$ cat config.mk
export PLATFORM = sky130hd
export DESIGN_NAME = looping_sample_phasor_core
export DESIGN_NICKNAME = d
export VERILOG_FILES = /design/src/rtl/lsp_pkg.sv /design/src/rtl/lsp_div.sv /design/src/rtl/lsp_ctrl.sv /design/src/rtl/lsp_dp.sv /design/src/rtl/looping_sample_phasor_core.sv
export SDC_FILE = /design/constraint.sdc
export NUM_CORES = 2
export LEC_CHECK = 0
export BUFFER_PORTS_ARGS = -buffer_cell sky130_fd_sc_hd__buf_2
export CELL_PAD_IN_SITES_DETAIL_PLACEMENT = 0
export CELL_PAD_IN_SITES_GLOBAL_PLACEMENT = 2
export CORE_MARGIN = 1
export CORE_UTILIZATION = 42
export CTS_CLUSTER_DIAMETER = 120
export DETAILED_ROUTE_END_ITERATION = 8
export GPL_ROUTABILITY_DRIVEN = 0
export PLACE_DENSITY = 0.9
export REMOVE_ABC_BUFFERS = 1
export SLEW_MARGIN = 20
export SYNTH_ARGS = -nofsm -noshare
export SYNTH_HDL_FRONTEND = slang
export SYNTH_SLANG_ARGS = --single-unit
$ cat constraint.sdc
create_clock -name clk -period 11.7 [get_ports clk]
set_input_delay 0 -clock clk [delete_from_list [all_inputs] [get_ports clk]]
set_output_delay 0 -clock clk [all_outputs]
set_load 0.01 [all_outputs]
$ cat src/rtl/lsp_pkg.sv
`timescale 1ns / 1ps
// lsp_pkg: shared types and constants of the looping sample phasor
// no dependencies; used by every module of the block but lsp_div

package lsp_pkg;

    localparam int REG_W     = 40;
    localparam int TRIG_W    = 16;
    localparam int RATE_IN_W = 32;
    localparam int CFG_AW    = 2;
    localparam int TDATA_W   = 2 * TRIG_W + RATE_IN_W;

    typedef enum logic [CFG_AW-1:0] {
        CFG_START_POS   = 2'd0,
        CFG_END_POS     = 2'd1,
        CFG_LOOP_BEGIN  = 2'd2,
        CFG_LOOP_FINISH = 2'd3
    } cfg_idx_t;

    typedef enum logic [3:0] {
        ST_IDLE,
        ST_EVAL,
        ST_RDIV_GO,
        ST_RDIV,
        ST_RFIX,
        ST_WRAP,
        ST_MDIV_GO,
        ST_MDIV,
        ST_MFIX,
        ST_OUT
    } state_t;

    typedef enum logic {
        DIV_RESTART = 1'b0,
        DIV_WRAP    = 1'b1
    } div_sel_t;

    typedef struct packed {
        logic     load;
        logic     eval;
        logic     div_start;
        div_sel_t div_sel;
        logic     rfix;
        logic     wrap;
        logic     mfix;
        logic     out_write;
    } dp_cmd_t;

    typedef struct packed {
        logic restart_edge;
        logic need_mod;
        logic div_busy;
        logic out_free;
    } dp_sts_t;

endpackage

$ cat src/rtl/lsp_div.sv
`timescale 1ns / 1ps
// lsp_div: unsigned restoring divider, one quotient bit per cycle
// no package dependencies; instantiated by lsp_dp

module lsp_div #(
    parameter int DVD_W = 47,
    parameter int DVS_W = 40
) (
    input  logic             clk,
    input  logic             rst_n,
    input  logic             start,
    input  logic [DVD_W-1:0] dividend,
    input  logic [DVS_W-1:0] divisor,
    output logic             busy,
    output logic [DVD_W-1:0] quotient,
    output logic [DVS_W-1:0] remainder
);

    localparam int CNT_W = $clog2(DVD_W + 1);

    logic             busy_reg;
    logic [CNT_W-1:0] cnt_reg;
    logic [DVD_W-1:0] quo_reg;
    logic [DVS_W-1:0] rem_reg;
    logic [DVS_W-1:0] dvs_reg;

    logic [DVS_W:0]   shift_val;
    logic [DVS_W:0]   diff_val;
    logic             fit;
    logic [DVS_W-1:0] rem_next;
    logic [DVD_W-1:0] quo_next;

    always_comb
    begin
        shift_val = {rem_reg, quo_reg[DVD_W-1]};
        diff_val  = shift_val - {1'b0, dvs_reg};
        fit       = (shift_val >= {1'b0, dvs_reg});
        rem_next  = fit ? diff_val[DVS_W-1:0] : shift_val[DVS_W-1:0];
        quo_next  = {quo_reg[DVD_W-2:0], fit};
    end

    always_ff @(posedge clk or negedge rst_n)
    begin
        if (!rst_n)
        begin
            busy_reg <= 1'b0;
            cnt_reg  <= '0;
        end
        else if (start)
        begin
            busy_reg <= 1'b1;
            cnt_reg  <= CNT_W'(DVD_W);
        end
        else if (busy_reg)
        begin
            cnt_reg <= cnt_reg - CNT_W'(1);
            if (cnt_reg == CNT_W'(1))
            begin
                busy_reg <= 1'b0;
            end
        end
    end

    always_ff @(posedge clk)
    begin
        if (start)
        begin
            quo_reg <= dividend;
            rem_reg <= '0;
            dvs_reg <= divisor;
        end
        else if (busy_reg)
        begin
            quo_reg <= quo_next;
            rem_reg <= rem_next;
        end
    end

    assign busy      = busy_reg;
    assign quotient  = quo_reg;
    assign remainder = rem_reg;

endmodule

$ cat src/rtl/lsp_ctrl.sv
`timescale 1ns / 1ps
// lsp_ctrl: sequencer of the looping sample phasor
// depends on lsp_pkg; drives lsp_dp through command and status structs

module lsp_ctrl (
    input  logic              clk,
    input  logic              rst_n,
    input  logic              s_tvalid,
    output logic              s_tready,
    input  lsp_pkg::dp_sts_t  sts,
    output lsp_pkg::dp_cmd_t  cmd
);

    lsp_pkg::state_t state_reg;
    lsp_pkg::state_t state_next;

    always_ff @(posedge clk or negedge rst_n)
    begin
        if (!rst_n)
        begin
            state_reg <= lsp_pkg::ST_IDLE;
        end
        else
        begin
            state_reg <= state_next;
        end
    end

    always_comb
    begin
        cmd        = '0;
        state_next = state_reg;
        s_tready   = (state_reg == lsp_pkg::ST_IDLE);
        unique case (state_reg)
            lsp_pkg::ST_IDLE:
            begin
                if (s_tvalid)
                begin
                    cmd.load   = 1'b1;
                    state_next = lsp_pkg::ST_EVAL;
                end
            end
            lsp_pkg::ST_EVAL:
            begin
                cmd.eval   = 1'b1;
                state_next = sts.restart_edge ? lsp_pkg::ST_RDIV_GO : lsp_pkg::ST_WRAP;
            end
            lsp_pkg::ST_RDIV_GO:
            begin
                cmd.div_start = 1'b1;
                cmd.div_sel   = lsp_pkg::DIV_RESTART;
                state_next    = lsp_pkg::ST_RDIV;
            end
            lsp_pkg::ST_RDIV:
            begin
                if (!sts.div_busy)
                begin
                    state_next = lsp_pkg::ST_RFIX;
                end
            end
            lsp_pkg::ST_RFIX:
            begin
                cmd.rfix   = 1'b1;
                state_next = lsp_pkg::ST_WRAP;
            end
            lsp_pkg::ST_WRAP:
            begin
                cmd.wrap   = 1'b1;
                state_next = sts.need_mod ? lsp_pkg::ST_MDIV_GO : lsp_pkg::ST_OUT;
            end
            lsp_pkg::ST_MDIV_GO:
            begin
                cmd.div_start = 1'b1;
                cmd.div_sel   = lsp_pkg::DIV_WRAP;
                state_next    = lsp_pkg::ST_MDIV;
            end
            lsp_pkg::ST_MDIV:
            begin
                if (!sts.div_busy)
                begin
                    state_next = lsp_pkg::ST_MFIX;
                end
            end
            lsp_pkg::ST_MFIX:
            begin
                cmd.mfix   = 1'b1;
                state_next = lsp_pkg::ST_OUT;
            end
            lsp_pkg::ST_OUT:
            begin
                if (sts.out_free)
                begin
                    cmd.out_write = 1'b1;
                    state_next    = lsp_pkg::ST_IDLE;
                end
            end
            default:
            begin
                state_next = lsp_pkg::ST_IDLE;
            end
        endcase
    end

endmodule

$ cat src/rtl/lsp_dp.sv
`timescale 1ns / 1ps
// lsp_dp: phasor datapath with position state, restart offset, wrap and clamp
// depends on lsp_pkg and lsp_div; commanded by lsp_ctrl

module lsp_dp #(
    parameter int POS_FRAC_BITS = 16,
    parameter int POS_INT_BITS  = 24
) (
    input  logic                          clk,
    input  logic                          rst_n,
    input  lsp_pkg::dp_cmd_t              cmd,
    output lsp_pkg::dp_sts_t              sts,
    input  logic [lsp_pkg::TDATA_W-1:0]   s_tdata,
    input  logic [lsp_pkg::REG_W-1:0]     start_pos,
    input  logic [lsp_pkg::REG_W-1:0]     end_pos,
    input  logic [lsp_pkg::REG_W-1:0]     loop_begin,
    input  logic [lsp_pkg::REG_W-1:0]     loop_finish,
    output logic                          m_tvalid,
    input  logic                          m_tready,
    output logic [lsp_pkg::REG_W-1:0]     m_tdata
);

    localparam int REG_W    = lsp_pkg::REG_W;
    localparam int TRIG_W   = lsp_pkg::TRIG_W;
    localparam int UP       = (POS_FRAC_BITS >= 16) ? (POS_FRAC_BITS - 16) : 0;
    localparam int DN       = (POS_FRAC_BITS < 16) ? (16 - POS_FRAC_BITS) : 0;
    localparam int RATE_W   = lsp_pkg::RATE_IN_W + UP;
    localparam int PH_W     = ((RATE_W > REG_W + 1) ? RATE_W : REG_W + 1) + 1;
    localparam int PROD_W   = TRIG_W + RATE_W;
    localparam int PMAG_W   = RATE_W + TRIG_W - 1;
    localparam int DVD_W    = (PMAG_W > PH_W) ? PMAG_W : PH_W;
    localparam int POS_BITS = POS_INT_BITS + POS_FRAC_BITS;
    localparam logic [REG_W-1:0] OUT_LIM =
        (POS_BITS >= REG_W) ? {REG_W{1'b1}} : REG_W'((64'd1 << POS_BITS) - 64'd1);

    // input fields
    logic signed [TRIG_W-1:0]     rtrig_in;
    logic signed [TRIG_W-1:0]     ftrig_in;
    logic signed [RATE_W-1:0]     rate_ext;
    logic signed [RATE_W-1:0]     rate_al;

    // item and phasor state
    logic signed [TRIG_W-1:0]     rtrig_reg;
    logic signed [TRIG_W-1:0]     ftrig_reg;
    logic signed [RATE_W-1:0]     rate_reg;
    logic signed [PH_W-1:0]       phase_reg;
    logic signed [TRIG_W-1:0]     last_r_reg;
    logic signed [TRIG_W-1:0]     last_f_reg;
    logic                         fmode_reg;
    logic                         first_reg;
    logic signed [PH_W-1:0]       lvl_reg;
    logic signed [PH_W-1:0]       lvl_next;
    logic signed [PROD_W-1:0]     prod_reg;
    logic [TRIG_W-1:0]            den_reg;
    logic signed [PH_W:0]         wd_reg;
    logic [REG_W-1:0]             lo_reg;
    logic [REG_W-1:0]             rng_reg;
    logic                         out_valid_reg;
    logic [REG_W-1:0]             out_data_reg;

    // config as signed positions
    logic signed [PH_W-1:0]       s_x;
    logic signed [PH_W-1:0]       e_x;
    logic signed [PH_W-1:0]       lb_x;
    logic signed [PH_W-1:0]       lf_x;

    logic                         restart_edge;
    logic                         finish_edge;
    logic signed [PROD_W-1:0]     prod_w;
    logic signed [TRIG_W:0]       den_w;

    logic                         prod_neg;
    logic [PROD_W-1:0]            prod_mag;
    logic                         wd_neg;
    logic [PH_W:0]                wd_mag;
    logic [DVD_W-1:0]             div_dvd;
    logic [REG_W-1:0]             div_dvs;
    logic                         div_busy;
    logic [DVD_W-1:0]             div_quo;
    logic [REG_W-1:0]             div_rem;

    logic signed [PH_W-1:0]       q_mag;
    logic signed [PH_W-1:0]       q_val;
    logic signed [PH_W-1:0]       clamp_lo;
    logic signed [PH_W-1:0]       clamp_val;
    logic                         in_loop;
    logic [REG_W-1:0]             lo_u;
    logic [REG_W-1:0]             hi_u;
    logic                         empty_rng;
    logic                         need_mod;
    logic signed [PH_W-1:0]       direct_val;
    logic [REG_W-1:0]             mod_val;
    logic [REG_W-1:0]             out_val;

    assign rtrig_in = $signed(s_tdata[TRIG_W-1:0]);
    assign ftrig_in = $signed(s_tdata[2*TRIG_W-1:TRIG_W]);
    assign rate_ext = RATE_W'($signed(s_tdata[lsp_pkg::TDATA_W-1:2*TRIG_W]));
    assign rate_al  = (rate_ext <<< UP) >>> DN;

    assign s_x  = $signed(PH_W'(start_pos));
    assign e_x  = $signed(PH_W'(end_pos));
    assign lb_x = $signed(PH_W'(loop_begin));
    assign lf_x = $signed(PH_W'(loop_finish));

    // trigger edges and restart offset operands
    assign restart_edge = !first_reg && (last_r_reg <= 16'sd0) && (rtrig_reg > 16'sd0);
    assign finish_edge  = !first_reg && (last_f_reg <= 16'sd0) && (ftrig_reg > 16'sd0);
    assign prod_w       = PROD_W'(rtrig_reg) * PROD_W'(rate_reg);
    assign den_w        = (TRIG_W+1)'(rtrig_reg) - (TRIG_W+1)'(last_r_reg);

    // divider operand select
    assign prod_neg = prod_reg[PROD_W-1];
    assign prod_mag = prod_neg ? $unsigned(-prod_reg) : $unsigned(prod_reg);
    assign wd_neg   = wd_reg[PH_W];
    assign wd_mag   = wd_neg ? $unsigned(-wd_reg) : $unsigned(wd_reg);
    assign div_dvd  = (cmd.div_sel == lsp_pkg::DIV_WRAP) ? DVD_W'(wd_mag) : DVD_W'(prod_mag);
    assign div_dvs  = (cmd.div_sel == lsp_pkg::DIV_WRAP) ? rng_reg : REG_W'(den_reg);

    lsp_div #(
        .DVD_W (DVD_W),
        .DVS_W (REG_W)
    ) u_div (
        .clk       (clk),
        .rst_n     (rst_n),
        .start     (cmd.div_start),
        .dividend  (div_dvd),
        .divisor   (div_dvs),
        .busy      (div_busy),
        .quotient  (div_quo),
        .remainder (div_rem)
    );

    // floor of the signed restart offset
    assign q_mag = $signed(PH_W'(div_quo));
    assign q_val = prod_neg ? (-q_mag - $signed(PH_W'(div_rem != '0))) : q_mag;

    // wrap or clamp selection
    always_comb
    begin
        clamp_lo   = (lvl_reg < s_x) ? s_x : lvl_reg;
        clamp_val  = (clamp_lo > e_x) ? e_x : clamp_lo;
        in_loop    = (lvl_reg >= lb_x) && (lvl_reg <= lf_x);
        lo_u       = in_loop ? loop_begin : start_pos;
        hi_u       = in_loop ? loop_finish : end_pos;
        empty_rng  = (hi_u <= lo_u);
        need_mod   = !fmode_reg && !in_loop && !empty_rng;
        if (fmode_reg)
        begin
            direct_val = clamp_val;
        end
        else if (empty_rng)
        begin
            direct_val = $signed(PH_W'(lo_u));
        end
        else if (lvl_reg == lf_x)
        begin
            direct_val = lb_x;
        end
        else
        begin
            direct_val = lvl_reg;
        end
    end

    assign mod_val = wd_neg ? ((div_rem == '0) ? '0 : (rng_reg - div_rem)) : div_rem;
    assign out_val = (lvl_reg > $signed(PH_W'(OUT_LIM))) ? OUT_LIM : lvl_reg[REG_W-1:0];

    always_comb
    begin
        lvl_next = lvl_reg;
        if (cmd.eval)
        begin
            lvl_next = first_reg ? s_x : phase_reg;
        end
        else if (cmd.rfix)
        begin
            lvl_next = s_x + q_val;
        end
        else if (cmd.wrap)
        begin
            lvl_next = direct_val;
        end
        else if (cmd.mfix)
        begin
            lvl_next = $signed(PH_W'(lo_reg) + PH_W'(mod_val));
        end
    end

    always_ff @(posedge clk or negedge rst_n)
    begin
        if (!rst_n)
        begin
            phase_reg     <= '0;
            last_r_reg    <= 16'sd1;
            last_f_reg    <= 16'sd1;
            fmode_reg     <= 1'b0;
            first_reg     <= 1'b1;
            out_valid_reg <= 1'b0;
        end
        else
        begin
            if (cmd.eval)
            begin
                fmode_reg  <= fmode_reg ^ finish_edge;
                first_reg  <= 1'b0;
                last_r_reg <= rtrig_reg;
                last_f_reg <= ftrig_reg;
            end
            if (cmd.out_write)
            begin
                phase_reg     <= lvl_reg + PH_W'(rate_reg);
                out_valid_reg <= 1'b1;
            end
            else if (m_tready)
            begin
                out_valid_reg <= 1'b0;
            end
        end
    end

    always_ff @(posedge clk)
    begin
        lvl_reg <= lvl_next;
        if (cmd.load)
        begin
            rtrig_reg <= rtrig_in;
            ftrig_reg <= ftrig_in;
            rate_reg  <= rate_al;
        end
        if (cmd.eval)
        begin
            prod_reg <= prod_w;
            den_reg  <= den_w[TRIG_W-1:0];
        end
        if (cmd.wrap)
        begin
            wd_reg  <= (PH_W+1)'(lvl_reg) - $signed((PH_W+1)'(lo_u));
            lo_reg  <= lo_u;
            rng_reg <= hi_u - lo_u;
        end
        if (cmd.out_write)
        begin
            out_data_reg <= out_val;
        end
    end

    assign sts.restart_edge = restart_edge;
    assign sts.need_mod     = need_mod;
    assign sts.div_busy     = div_busy;
    assign sts.out_free     = !out_valid_reg || m_tready;

    assign m_tvalid = out_valid_reg;
    assign m_tdata  = out_data_reg;

endmodule

$ cat src/rtl/looping_sample_phasor_core.sv
`timescale 1ns / 1ps
// looping_sample_phasor_core: top level with config registers, sequencer and datapath
// depends on lsp_pkg, lsp_ctrl, lsp_dp (and lsp_div through lsp_dp)
// one item in flight; an item passes EVAL, WRAP and OUT before the next ready, plus the
// restart division (RDIV_GO, RDIV, RFIX) when a restart edge needs the offset, and the
// modulo division (MDIV_GO, MDIV, MFIX) when, outside finish mode, the position lies
// outside the loop region (modulo wrap); DVD_W is 47 at the default widths
// both divisions share one serial divider; a result waits in the output register
// reset: async active low; config to defaults, phasor waits for its first sample

module looping_sample_phasor_core #(
    parameter int POS_FRAC_BITS = 16,
    parameter int POS_INT_BITS  = 24
) (
    input  logic                          clk,
    input  logic                          rst_n,
    input  logic                          s_tvalid,
    output logic                          s_tready,
    // restart_trig [15:0], finish_trig [31:16], step_rate [63:32]
    input  logic [lsp_pkg::TDATA_W-1:0]   s_tdata,
    output logic                          m_tvalid,
    input  logic                          m_tready,
    // position [39:0]
    output logic [lsp_pkg::REG_W-1:0]     m_tdata,
    input  logic                          cfg_we,
    input  logic [lsp_pkg::CFG_AW-1:0]    cfg_addr,
    input  logic [lsp_pkg::REG_W-1:0]     cfg_data
);

    logic [lsp_pkg::REG_W-1:0] start_pos_reg;
    logic [lsp_pkg::REG_W-1:0] end_pos_reg;
    logic [lsp_pkg::REG_W-1:0] loop_begin_reg;
    logic [lsp_pkg::REG_W-1:0] loop_finish_reg;

    lsp_pkg::cfg_idx_t cfg_idx;
    lsp_pkg::dp_cmd_t  cmd;
    lsp_pkg::dp_sts_t  sts;

    assign cfg_idx = lsp_pkg::cfg_idx_t'(cfg_addr);

    always_ff @(posedge clk or negedge rst_n)
    begin
        if (!rst_n)
        begin
            start_pos_reg   <= '0;
            end_pos_reg     <= '1;
            loop_begin_reg  <= '0;
            loop_finish_reg <= '1;
        end
        else if (cfg_we)
        begin
            unique case (cfg_idx)
                lsp_pkg::CFG_START_POS:   start_pos_reg   <= cfg_data;
                lsp_pkg::CFG_END_POS:     end_pos_reg     <= cfg_data;
                lsp_pkg::CFG_LOOP_BEGIN:  loop_begin_reg  <= cfg_data;
                lsp_pkg::CFG_LOOP_FINISH: loop_finish_reg <= cfg_data;
            endcase
        end
    end

    lsp_ctrl u_ctrl (
        .clk      (clk),
        .rst_n    (rst_n),
        .s_tvalid (s_tvalid),
        .s_tready (s_tready),
        .sts      (sts),
        .cmd      (cmd)
    );

    lsp_dp #(
        .POS_FRAC_BITS (POS_FRAC_BITS),
        .POS_INT_BITS  (POS_INT_BITS)
    ) u_dp (
        .clk         (clk),
        .rst_n       (rst_n),
        .cmd         (cmd),
        .sts         (sts),
        .s_tdata     (s_tdata),
        .start_pos   (start_pos_reg),
        .end_pos     (end_pos_reg),
        .loop_begin  (loop_begin_reg),
        .loop_finish (loop_finish_reg),
        .m_tvalid    (m_tvalid),
        .m_tready    (m_tready),
        .m_tdata     (m_tdata)
    );

endmodule

==> results.cfg <==
[outcome]
status = finished clean

[synth]
yosysMostFrequentCell = inv_1
synthTopCellsByCount = inv_1 (932), nand2_1 (835), ha_1 (611)
yosys.area.top_type_share = 0.1810
yosys.area.top_type = edfxtp_1
synth_cell_type_count = 100
syn_area_mm2 = 0.06969
avgSynthCellArea_um2 = 9.113
ys.flop_type = edfxtp_1
ys_ff_latch = 708
ys_warn_count = 0
syn_inst = 7648
synth_area_leaders = edfxtp_1 (18%), fa_1 (14%), ha_1 (11%)
synth_edf_count = 420
ys_async_sr_fraction = 0.3503
yosysSeqAreaShare = 0.2830

[timing]
hold_viol = 0
maxSlewViolCount = 0
finalCritPeriodShare = 0.8012
worst_clock_skew_ns = 0.05893
setup_viol = 0
relSlewSlack = 0.2319
fmax_ghz = 0.1067
worst_slew_pin_slew_ns = 1.152
setup_tns_ns = 0
min_period_ns = 9.374
rsz0062_at_grt = no

[routing]
routed_wl_um = 224500
vias = 57080
dr.first_iter.drc_count = 4511
remaining_drc_errors = 0
antenna_left = 0
first_pass_iters = 6
via_per_inst = 5.629
wl_per_cell_um = 22.14

[cts]
cts.sinks = 708
clkTransAtPathRegs_ns = 0.06
htree_levels = 3
cts_root_buf = clkbuf_16
cts.path.max_buffers = 3
numCtsBuffers = 93
cts_tree = done
worstSkewPairLatency_ns = 0.75

[worst_setup_path]
r2r_setup_slack_ns = 2.33
start_kind = register
critPathMaxStageDelay_ns = 0.75
critPathSlowestCell = nor4_2
endpoint_kind = register
path_buf_inv = 3
worstPathArrival_ns = 9.73
cp_top_family = compound AO/OA/AOI/OAI gates
cp_max_fo = 76
required_ns = 12.06
worstSetupPathType = register to register

[floorplan]
die_y_um = 409.4
core_area_mm2 = 0.1648
start_util = 0.4229
rows = 149
dieWidth_um = 409.4
die_area_mm2 = 0.1676
io_pins = 153

[worst_hold_path]
hp-class = primary input to register

[placement]
portBuffers = 152
hpwl_um = 169600
placed_cell_area_mm2 = 0.07286

[cells_and_area]
drive_gt1_frac = 0.09251
finalNetCount = 9081
design_area_mm2 = 0.07799
syn_to_final_growth_pct = 11.91
largest_reg_flops = 48

[global_routing]
groute.usage.overall = 0.2665
grt_max_degree = 102
overflow = 0
antenna_found_initial = 10
grt_first_pass_wirelength_um = 342900
grt_pass1_vias = 57650

[job]
drv_cap = 0
worst paths after layout:
kind                       cells after the start          startpoint            endpoint
setup / recovery                              25    u_dp.lvl_reg[38]    u_dp.lvl_reg[22]
hold / removal                                 4        cfg_data[38]   start_pos_reg[38]
setup reg to reg                              25    u_dp.lvl_reg[38]    u_dp.lvl_reg[22]
hold reg to reg                                2  u_dp.last_f_reg[0]  u_dp.last_f_reg[0]
max in group asynchronous                      5               rst_n  loop_begin_reg[11]
min in group asynchronous                      3               rst_n  u_dp.last_f_reg[0]
per-layer routing:
metal / GRT usage / part of all wire / vias up
met4: 0.08994 / 0.037 / 4
met5: 0 / 0.00014 / -
met2: 0.4260 / 0.45 / 1947
li1: - / - / 26820
met1: 0.3606 / 0.44 / 27950
met3: 0.05026 / 0.079 / 366
what timing repair did:
item	in CTS	in global routing
setup buffers	0	0
hold endpoints to repair	317	0
gates resized for setup	0	0
setup endpoints to repair	0	0
hold buffers	173	0
worst register-to-register path: stages, from the launching register on:
cell and delay (ns):
edfxtp_1 0.55, ha_1 0.38, nand4_1 0.12, nor4_2 0.75, and3_1 0.32, nand3_1 0.18
o21ai_1 0.43, nand2_4 0.60, o21ai_0 0.63, inv_1 0.25, fa_1 0.53, a211oi_1 0.22
nor2_1 0.11, o31a_1 0.29, o221a_2 0.27, maj3_1 0.39, nand3_1 0.11, a21oi_1 0.04
a21oi_1 0.31, a31oi_1 0.24, o31ai_2 0.43, a31oi_4 0.13, buf_4 0.41, and2_1 0.40
a211oi_4 0.23, buf_4 0.62
cells in the final DEF, fill, tap and decap left out, types with 163 or more instances in the layout:
| cell | count |
|---|---|
| mux2_2 | 184 |
| edfxtp_1 | 420 |
| dfrtp_1 | 163 |
| nand2_1 | 833 |
| dlygate4sd3_1 | 172 |
| ha_1 | 610 |
| a21oi_1 | 498 |
| a21o_1 | 186 |
| inv_1 | 930 |
| nor2_1 | 406 |
| o21ai_0 | 559 |
| xnor2_1 | 252 |
| and2_1 | 189 |
| fa_1 | 494 |
metrics by stage:
stage          instances  utilization  worst slack [ns]  hold slack (ns)
6_report           10140       0.4732             2.326          0.05918
5_1_grt            10140       0.4732             1.952          0.06231
4_1_cts            10130       0.4731             2.470          0.02316
3_5_place_dp        9786       0.4421             2.512          0.06605
3_3_place_gp        9786       0.4421             2.622          0.06961
2_1_floorplan       7362            -          -0.05898          -0.2956
cells by family (layout without fill, tap and decap cells):
kind of cell,after synthesis,after routing,synth area share
compound gates,1844,1844,0.1639
xor+xnor,413,413,0.05190
fa+ha+maj,1112,1112,0.2526
buf+inv,1220,1517,0.06589
flops,708,708,0.2830
mux,258,258,0.04036
other cells,0,6,0
simple gates,2093,2093,0.1423
cell type report:
class                   instances  area (um2)
inverters                     934        3516
clock buffers                 123        2655
clock inverters                52       711.9
multi-input cells            5720       45470
flip-flops and latches        708       19730
repair buffers                408        3156
fillers                     15760       86810
well taps                    2189        2739
diodes                          6       15.01
Power is left out: the tool's default activity adds up to more than one toggle a clock period on the data nets, which glitch-free logic cannot reach.
